`src/hdl/sdtq_pkg.sv`:
```
// ----------------------------------------------------------------------------
// Sorted deadline timer queue package
// Shared types, command codes, status codes and cell operations.
// ----------------------------------------------------------------------------
package sdtq_pkg;

	localparam logic [1:0] CMD_SCHEDULE = 2'd0;
	localparam logic [1:0] CMD_CANCEL   = 2'd1;
	localparam logic [1:0] CMD_POLL     = 2'd2;

	localparam logic [1:0] STS_OK      = 2'd0;
	localparam logic [1:0] STS_INVALID = 2'd1;
	localparam logic [1:0] STS_FULL    = 2'd2;

	localparam logic KIND_STATUS = 1'b0;
	localparam logic KIND_EVENT  = 1'b1;

	localparam logic [1:0] OP_HOLD   = 2'd0;
	localparam logic [1:0] OP_INSERT = 2'd1;
	localparam logic [1:0] OP_REMOVE = 2'd2;
	localparam logic [1:0] OP_POP    = 2'd3;

	localparam logic [19:0] NS_PER_MS = 20'd1000000;
	localparam logic [63:0] MS_LIMIT  = 64'hFFFF_FFFF_FFFF_FFFF / 64'd1000000;

	typedef struct packed {
		logic        valid;
		logic [63:0] deadline;
		logic [7:0]  handler;
		logic [15:0] argument;
	} slot_t;

	typedef struct packed {
		logic [1:0]  op;
		logic [63:0] key;
		logic [7:0]  handler;
		logic [15:0] argument;
	} cell_ctl_t;

endpackage

```
`src/hdl/sdtq_cell.sv`:
```
// ----------------------------------------------------------------------------
// Timer queue cell
// One queue slot: holds, takes the new timer, or takes a neighbour's timer.
// ----------------------------------------------------------------------------
module sdtq_cell (
	input  logic               clk,
	input  logic               arst_n,
	input  sdtq_pkg::cell_ctl_t ctl,
	input  sdtq_pkg::slot_t    prev_slot,
	input  sdtq_pkg::slot_t    next_slot,
	input  logic               prev_le,
	input  logic               hit_in,
	output sdtq_pkg::slot_t    slot,
	output logic               le,
	output logic               hit_out
);
	import sdtq_pkg::*;

	logic        valid_q;
	logic [63:0] deadline_q;
	logic [7:0]  handler_q;
	logic [15:0] argument_q;
	logic        match;
	slot_t       slot_d;

	assign slot    = '{valid: valid_q, deadline: deadline_q, handler: handler_q,
		argument: argument_q};
	assign le      = valid_q & (deadline_q <= ctl.key);
	assign match   = valid_q & (handler_q == ctl.handler) & (argument_q == ctl.argument);
	assign hit_out = hit_in | match;

	always_comb begin
		slot_d = slot;
		unique case (ctl.op)
			OP_INSERT: begin
				if (!le) begin
					if (prev_le) begin
						slot_d = '{valid: 1'b1, deadline: ctl.key, handler: ctl.handler,
							argument: ctl.argument};
					end else begin
						slot_d = prev_slot;
					end
				end
			end
			OP_REMOVE: begin
				if (hit_out) begin
					slot_d = next_slot;
				end
			end
			OP_POP: begin
				slot_d = next_slot;
			end
			default: begin
				slot_d = slot;
			end
		endcase
	end

	always_ff @(posedge clk or negedge arst_n) begin
		if (!arst_n) begin
			valid_q <= 1'b0;
		end else begin
			valid_q <= slot_d.valid;
		end
	end

	always_ff @(posedge clk) begin
		deadline_q <= slot_d.deadline;
		handler_q  <= slot_d.handler;
		argument_q <= slot_d.argument;
	end

endmodule

```
`config.mk`:
```
export PLATFORM = sky130hd
export DESIGN_NAME = sdtq_cell
export DESIGN_NICKNAME = d
export VERILOG_FILES = /design/src/hdl/sdtq_pkg.sv /design/src/hdl/sdtq_cell.sv
export SDC_FILE = /design/constraint.sdc
export NUM_CORES = 1
export LEC_CHECK = 0
export BUFFER_PORTS_ARGS = -buffer_cell sky130_fd_sc_hd__buf_2
export CORE_AREA = 3 3 139 141
export DETAILED_ROUTE_END_ITERATION = 10
export DIE_AREA = 0 0 142 144
export GPL_TIMING_DRIVEN = 1
export PLACE_DENSITY = 0.78
export SLEW_MARGIN = 10
export SYNTH_ARGS = -nofsm -noshare
export SYNTH_HDL_FRONTEND = slang
export SYNTH_SLANG_ARGS = --single-unit
```
`constraint.sdc`:
```
create_clock -name clk -period 5 [get_ports clk]
set_input_delay 1 -clock clk [delete_from_list [all_inputs] [get_ports clk]]
set_output_delay 1 -clock clk [all_outputs]
set_load 0.005 [all_outputs]
```
# --- After elaboration in Yosys (flattened, before gate mapping) ---
# Index checks and enable logic that the tools add are counted.
totals:
  inputBits: 272
  output_inout_bits: 91
  reg_bits: 89
  wordCells: 22
op_classes:
  reduce_logical: 2
  n_bitwise: 4
  n_lt_le_gt_ge: 1
  eq_ne: 7
  muxes: 4
ops:
  columns: ["op", "count"]
  rows:
  - ["2-to-1 mux 89 bit", 3]
  - ["case mux 89 bit (3 select lines)", 1]
  - ["<= comparator 64 bit", 1]
  - ["== test 16 bit", 1]
  - ["== test 8 bit", 1]
  - ["== test 2 bit, second input constant", 2]
  - ["inequality test 2 bit, second input constant", 2]
  - ["bitwise AND 1 bit", 3]
  - ["AND reduction 3 bit", 1]
  - ["nonzero test 3 bit", 1]
  - ["== test 2 x 1 -> 1 bit, second input constant", 1]
  - ["OR 1 bit", 1]

# --- Depth between registers and ports, before layout ---
# Gate-level depths: netlist of run 1.
logic_depth:
  depth_word: 6
  mapped_depth: 9
  mapped_depth_nobuf: 9

# --- Worst setup path before layout of run 1 ---
# No wires, ideal clock.
synth_timing:
  kind: "in2reg"
  startpoint: "in ctl[86] in the netlist's numbering"
  endpoint: "reg argument_q[0], enable pin"
  path_stages: 9
  required_ps: 4538
  n_path_buf: 0
  setup_ps: 462
  path_slack_ps: -5
  arrival_ps: 4543
  cell_sequence: "inv_1 > ha_1 > nand4_2 > nor4_4 > nand4_1 > a31oi_1 > nor4_2 > a21oi_2 > o31a_1"
synth_between:
  elab_chain_cells: 4
synth_lines:
  columns: ["item", "line_no", "source"]
  rows:
  - ["from (decl)", "sdtq_cell.sv:8", "input sdtq_pkg::cell_ctl_t ctl,"]
  - ["<= comparator 64 bit", "sdtq_cell.sv:28", "assign le = valid_q & (deadline_q <= ctl.key);"]
  - ["bitwise AND 1 bit", "sdtq_cell.sv:28", null]
  - ["inequality test 2 bit (no source line)", null, null]
  - ["AND reduction 3 bit (no source line)", null, null]
  - ["to (signal assigned)", "sdtq_cell.sv:70", "argument_q <= slot_d.argument;"]
  - ["to (decl)", "sdtq_cell.sv:22", "logic [15:0] argument_q;"]
# No other way between the ends.
# A chain may end at the register's enable or synchronous reset.

# --- Worst setup path after layout of run 1 ---
layout_timing:
  startpoint: "in ctl[55] in the netlist's numbering"
  endpoint: "out le"
layout_between:
  elab_chain_cells: 2
layout_lines:
  columns: ["item", "line_no", "source"]
  rows:
  - ["<= comparator 64 bit", "sdtq_cell.sv:28", null]
  - ["bitwise AND 1 bit", "sdtq_cell.sv:28", null]
  - ["to (decl)", "sdtq_cell.sv:14", "output logic le,"]
# No other way between the ends.

==> results of run 1 <==
-- area by class of cell --
cell class              count  area, um^2
flip-flops and latches     89        2668
well taps                 229       286.5
clock buffers               9       225.2
repair buffers            367        1867
fillers                  1686        9234
inverters                  66       247.7
multi-input cells         475        3417
clock inverters             7       141.4
-- registers in the layout, indices dropped and copies added (netlist names) --
name	flops
valid_q	1
deadline_q	64
handler_q	8
argument_q	16
-- per-layer routing --
layer	vias to the layer above	wire length (um)	track usage (%)	share of wire, %
li1	3079	-	-	-
met1	2690	8497	22.58	42
met2	245	10260	33.89	51
met3	20	1308	4.200	6.4
met4	0	247	4.798	1.2
met5	-	0	0	0
-- power groups by stage --
stage | combinational, mW | clock, mW | sequential, mW
after floorplan | 0.313 | 0 | 1.01
after global placement | 0.624 | 0 | 1.01
final | 0.631 | 0.834 | 0.998
after global routing | 0.708 | 0.881 | 1.01
after detailed placement | 0.638 | 0 | 1.01
after CTS | 0.641 | 0.855 | 0.999
-- cells in the mapped netlist, types with 2 or more instances --
library cell	instances	area, um^2
nand2_1	107	401.6
o21ai_0	94	470.5
edfxtp_1	88	2643
mux2i_1	88	880.8
inv_1	66	247.7
ha_1	64	800.8
a21oi_1	29	145.1
clkbuf_1	20	75.07
nand4_1	14	87.58
xnor2_1	13	113.9
xor2_1	11	96.34
nor2_1	7	26.28
buf_2	6	30.03
nand3_1	6	30.03
buf_1	4	15.01
nor4_1	4	25.02
o21ai_1	4	20.02
a21o_1	3	22.52
a221oi_1	2	17.52
a31oi_1	2	12.51
and4_1	2	17.52
nand4_2	2	25.02
nor3_1	2	10.01
nor4_4	2	42.54
o211ai_1	2	15.01
o21ai_2	2	17.52
-- placed cells by master, fill, tap and decap left out, types with 2 or more instances in the layout --
| cell type | netlist | routed |
|---|---|---|
| a21oi_1 | 29 | 29 |
| ha_1 | 64 | 64 |
| edfxtp_1 | 88 | 88 |
| bufinv_16 | 0 | 4 |
| o21ai_0 | 94 | 94 |
| inv_1 | 66 | 66 |
| nand3_1 | 6 | 6 |
| xor2_1 | 11 | 11 |
| nand4_1 | 14 | 14 |
| a221oi_1 | 2 | 2 |
| nor3_1 | 2 | 2 |
| nor2_1 | 7 | 7 |
| mux2i_1 | 88 | 88 |
| o211ai_1 | 2 | 2 |
| buf_4 | 1 | 6 |
| and4_1 | 2 | 2 |
| nand2_1 | 107 | 107 |
| o21ai_2 | 2 | 2 |
| xnor2_1 | 13 | 13 |
| clkbuf_16 | 0 | 9 |
| nor4_1 | 4 | 4 |
| o21ai_1 | 4 | 4 |
| nor4_4 | 2 | 2 |
| a21o_1 | 3 | 3 |
| nand4_2 | 2 | 2 |
| a31oi_1 | 2 | 2 |
| buf_2 | 6 | 360 |
-- per-stage QoR --
step | power [mW] | hold slack (ns) | cell area (um^2) | util [%] | setup WS, ns
6_report | 2.463 | 0.4489 | 8852 | 48.95 | 0.9920
2_1_floorplan | 1.327 | 0.6467 | 6452 | - | 1.047
3_5_place_dp | 1.651 | 0.7035 | 8486 | 46.92 | 0.9798
3_3_place_gp | 1.634 | 0.6969 | 8486 | 46.92 | 1.079
4_1_cts | 2.495 | 0.4327 | 8852 | 48.95 | 0.9739
5_1_grt | 2.599 | 0.4267 | 8852 | 48.95 | 0.7877
-- kinds of logic (layout without fill, tap and decap cells) --
kind of cell / count (synthesis) / in the layout / share of synthesized area [%]
xor gates and xnor gates: 24 / 24 / 3.258
DFF: 89 / 89 / 41.35
and+or+nand+nor: 151 / 151 / 10.92
muxes: 88 / 88 / 13.65
adders and majority gates: 64 / 64 / 12.41
buffers and inverters: 97 / 449 / 5.818
AOI/OAI and AO/OA: 148 / 148 / 12.59
-- path summary, 6_finish.rpt --
| check | start | end | cells past startpoint |
|---|---|---|---|
| worst max register to register | deadline_q[29] | deadline_q[51] | 9 |
| worst max-delay path | ctl[55] | le | 11 |
| worst min register to register | valid_q | valid_q | 3 |
| max in group asynchronous | arst_n | valid_q | 1 |
| min in group clk | valid_q | valid_q | 3 |
| worst min-delay path | arst_n | valid_q | 1 |
==> results.py, run 1 <==
metrics = {
    "status": {
        "status": "finished, final reports clean",
    },
    "detailed_routing": {
        "ant_nets": 0,
        "drt-initial-drc-count": 227,
        "drc_errors": 0,
        "routed_wl_um": 20320,
        "wl_per_cell_um": 16.36,
        "route.vias.total": 6034,
        "drt-vias-per-instance": 4.858,
        "drtPass1Iterations": 5,
    },
    "pwr": {
        "power_switching_uw": 687.6,
        "cell_internal_pwr_mw": 1.775,
        "power_per_cell_area_mw_per_mm2": 278.2,
        "p_clk_share_pct": 33.9,
        "ir_worst_vdd_v": 0.0001670,
        "p_leak_nw": 4.544,
        "p_comb_share_pct": 25.6,
        "switching_share_pct": 27.92,
        "pwr-share-seq_pct": 40.5,
    },
    "worst_setup_path": {
        "arrival_ns": 3.01,
        "crit_family": "simple AND/OR/NAND/NOR gates",
        "cp.required_ns": 4.00,
        "path_buf_inv": 3,
        "worstPathMaxFanout": 3,
        "r2r_slack_ns": 1.69,
        "crit_path_end_kind": "primary output",
        "path_class": "in -> out",
        "cp-start-kind": "primary input",
        "crit_path_frequent_cell": "buf_2",
        "max_stage_delay_ns": 0.44,
        "cp_cell_sequence": "buf_2, inv_1, ha_1, nand2_1, nor4_1, nand4_1, a31oi_1, nor4_2, a21oi_2, nor2_1, buf_2",
        "critPathSlowestCell": "nor4_1",
    },
    "sta": {
        "rsz0062_at_grt": "no",
        "maxSlewHeadroom_pct": 36.81,
        "clock_skew_ns": 0.01109,
        "period_needed_ns": 4.008,
        "max_slew.worst_pin.slew_ns": 0.9478,
        "fmax_ghz": 0.2495,
        "fin_crit_sh_pct": 80.16,
        "final.setup.tns_ns": 0,
        "setup_viol": 0,
        "hold_violations": 0,
        "drv_slew": 0,
    },
    "clock_network": {
        "htreeDepth": 3,
        "cts_num_sinks": 89,
        "ctsResizeCount": 0,
        "clkTransAtPathRegs_ns": 0.06,
        "cts_buffers": 9,
        "cts_buffer_depth": 2,
        "cts_tree": "yes",
        "root_buffer": "clkbuf_16",
        "cts_hold_buf": 0,
        "post_cts_buffers": 0,
        "clkLatencyLatePin_ns": 0.34,
    },
    "logic_synthesis": {
        "syn_nets": 997,
        "synth_area_mm2": 0.006451,
        "synth_sequential_area_ratio_pct": 41.35,
        "synth_warnings": 0,
        "yosys_most_used_dff": "edfxtp_1",
        "async_flop_share_pct": 1.124,
        "yosys_register_bits": 89,
        "synth.distinct_cells": 43,
        "synth_edf_count": 88,
        "syn_area_per_cell_um2": 9.760,
        "syn_inst": 661,
    },
    "floorplanning": {
        "core-area_mm2": 0.01809,
        "die_w_um": 142,
        "initial_core_util_pct": 35.67,
        "die_h_um": 144,
        "pin_count": 363,
        "die-area_mm2": 0.02045,
        "std_cell_rows": 49,
    },
    "global_routing": {
        "grt_pass1_wl_um": 29930,
        "grt-ovfl-total": 0,
        "antenna_found_initial": 0,
        "grt_pass1_vias": 5740,
        "grt_max_degree": 95,
        "grt_use_total_pct": 18.74,
    },
    "min_path": {
        "hold_path.class": "in -> async",
    },
    "finish": {
        "drive_above_1_share_pct": 38.80,
        "area_delta_synth_final_pct": 37.22,
        "layout.cells.non_filler": 1242,
        "diodes": 0,
        "fin_nets": 1344,
    },
    "place": {
        "portBuffers": 362,
        "placedCellCount": 1226,
        "gp_congestion": 0.8981,
        "hpwl_um": 16840,
    },
    "run": {
        "max_cap_viol_count": 0,
    },
}
(Power assumes the default switching activity.)
==> run 2, diff against run 1 <==
Settings changed: ABC_AREA set to 1, CORE_AREA 3 3 139 141 to 3 3 140 142, DIE_AREA 0 0 142 144 to 0 0 143 145.
Clock period 5 ns to 4 ns, I/O delays scaled along.
==> results.py, run 2 <==
metrics = {
    "logic_synthesis": {
        "synth_warnings": 0,
        "synth_edf_count": 88,
        "synth_sequential_area_ratio_pct": 40.89,
        "syn_area_per_cell_um2": 7.776,
        "synth.distinct_cells": 30,
        "synth_top_area_cell": "edfxtp_1",
        "async_flop_share_pct": 1.124,
        "yosysTopAreaCellShare_pct": 40.51,
        "synth.most_common_cell": "nand2_1",
        "yosys-top-cells-count": "nand2_1, o21ai_0, inv_1, edfxtp_1, a21oi_1",
        "yosys_most_used_dff": "edfxtp_1",
        "yosys_register_bits": 89,
        "synth_area_mm2": 0.006524,
        "synth_area_leaders": "edfxtp_1, nand2_1, ha_1",
        "syn_nets": 1175,
        "syn_inst": 839,
    },
    "sta": {
        "layout_setup_ws_ns": 0.5505,
        "max_slew.worst_pin.slew_ns": 0.8080,
        "period_needed_ns": 3.450,
        "fmax_ghz": 0.2899,
        "clock_skew_ns": 0.01640,
        "setup_viol": 0,
        "holdWs_ns": 0.2240,
        "maxSlewHeadroom_pct": 46.14,
        "hold_violations": 0,
        "rsz0062_at_grt": "no",
        "drv_slew": 0,
        "final.setup.tns_ns": 0,
        "fin_crit_sh_pct": 86.24,
    },
    "run": {
        "max_cap_viol_count": 0,
    },
    "detailed_routing": {
        "ant_nets": 0,
        "route.vias.total": 6800,
        "wl_per_cell_um": 15.21,
        "drt-vias-per-instance": 4.779,
        "drt-initial-drc-count": 360,
        "routed_wl_um": 21640,
        "drc_errors": 0,
        "drtPass1Iterations": 5,
    },
    "floorplanning": {
        "die-area_mm2": 0.02074,
        "die_h_um": 145,
        "die_w_um": 143,
        "core-area_mm2": 0.01858,
        "pin_count": 363,
        "initial_core_util_pct": 35.11,
        "std_cell_rows": 50,
    },
    "clock_network": {
        "clkLatencyLatePin_ns": 0.34,
        "post_cts_buffers": 0,
        "cts_tree": "yes",
        "ctsResizeCount": 0,
        "root_buffer": "clkbuf_16",
        "htreeDepth": 3,
        "cts_hold_buf": 0,
        "cts_buffers": 9,
        "clkTransAtPathRegs_ns": 0.06,
        "cts_buffer_depth": 2,
        "cts_num_sinks": 89,
    },
    "worst_setup_path": {
        "cp-start-kind": "primary input",
        "critPathSlowestCell": "nor3_2",
        "cp_cell_sequence": "buf_2, inv_1, ha_1, nand2_1, inv_1, nand3_2, nor3_4, inv_2, nor3_2, nand4_1, nand2_1, nand2_1, inv_1, buf_2",
        "path_class": "in -> out",
        "crit_path_end_kind": "primary output",
        "path_buf_inv": 6,
        "cp.required_ns": 3.20,
        "arrival_ns": 2.65,
        "worstPathMaxFanout": 2,
        "max_stage_delay_ns": 0.30,
        "crit_family": "simple AND/OR/NAND/NOR gates",
    },
    "finish": {
        "max_flop_register": "deadline_q",
        "stdcell_area_mm2": 0.008877,
        "final_cell_mix": "buf_2, nand2_1, o21ai_0",
        "drive_above_1_share_pct": 33.36,
        "largest_register_ffs": 64,
        "fin_nets": 1518,
        "area_delta_synth_final_pct": 36.08,
        "layout_commonest_cell": "buf_2",
        "reg.largest.list": "deadline_q x64, argument_q x16, handler_q x8",
        "nFillCells": 1813,
    },
    "global_routing": {
        "antenna_found_initial": 2,
        "grt_max_degree": 88,
        "grt_pass1_wl_um": 33030,
        "grt_use_total_pct": 20.04,
        "grt-ovfl-total": 0,
        "grt_pass1_vias": 6609,
    },
    "pwr": {
        "p_leak_nw": 4.541,
        "ir_worst_vdd_v": 0.0002187,
        "power_per_cell_area_mw_per_mm2": 325.9,
        "finalPower_mw": 2.893,
    },
    "place": {
        "portBuffers": 362,
        "post-place-ws_ns": 0.4542,
        "gp_congestion": 0.9107,
        "placed_area_mm2": 0.008579,
        "hpwl_um": 17550,
    },
    "status": {
        "status": "finished, final reports clean",
    },
    "min_path": {
        "hold_path.class": "in -> async",
    },
}
## run 2: final timing paths
kind	startpoint	end	slack (ns)	cells after the start
setup / recovery	ctl[87]	le	0.55	14
hold / removal	arst_n	valid_q	0.22	1
setup reg to reg	deadline_q[55]	deadline_q[31]	1.23	12
hold reg to reg	valid_q	valid_q	0.62	2
max in group asynchronous	arst_n	valid_q	3.69	1
min in group clk	valid_q	valid_q	0.62	2
## run 2: power breakdown
| part | leakage, nW | internal, mW | total, mW | switching [mW] |
|---|---|---|---|---|
| Clock | 0.140 | 0.502 | 0.858 | 0.356 |
| Combinational | 3.52 | 0.354 | 0.798 | 0.444 |
| Sequential | 0.883 | 1.17 | 1.24 | 0.0659 |
| Total | 4.54 | 2.03 | 2.89 | 0.866 |
## run 2: cell type report
type / instances / area, um^2 / share of cell area, %
multi-input combinational: 615 / 3333 / 37.55
tap: 234 / 292.8 / 3.298
sequential: 89 / 2668 / 30.05
timing repair buffer: 371 / 1922 / 21.65
inverter: 96 / 364.1 / 4.101
clock inverter: 3 / 42.54 / 0.4792
clock buffer: 13 / 250.2 / 2.819
antenna: 2 / 5.005 / 0.05638
## run 2: metrics by stage
stage               instances  util (%)
floorplan                 839         -
global placement         1405     46.18
detailed placement       1405     46.18
CTS                      1421     47.75
global route             1423     47.78
finish                   1423     47.78
## run 2: logic make-up after synthesis
kind of cell	count (synthesis)	synth area share, %
AOI/OAI and AO/OA	218	16.95
xor gates and xnor gates	14	1.880
adders and majority gates	64	12.27
buffers and inverters	135	8.017
DFF	89	40.89
and+or+nand+nor	319	19.98
## run 2: routing by layer
layer | track usage [%] | share of wire (%)
met2 | 35.67 | 50
met4 | 6.274 | 2.6
met3 | 4.318 | 7.6
met1 | 23.82 | 40
met5 | 0 | 0
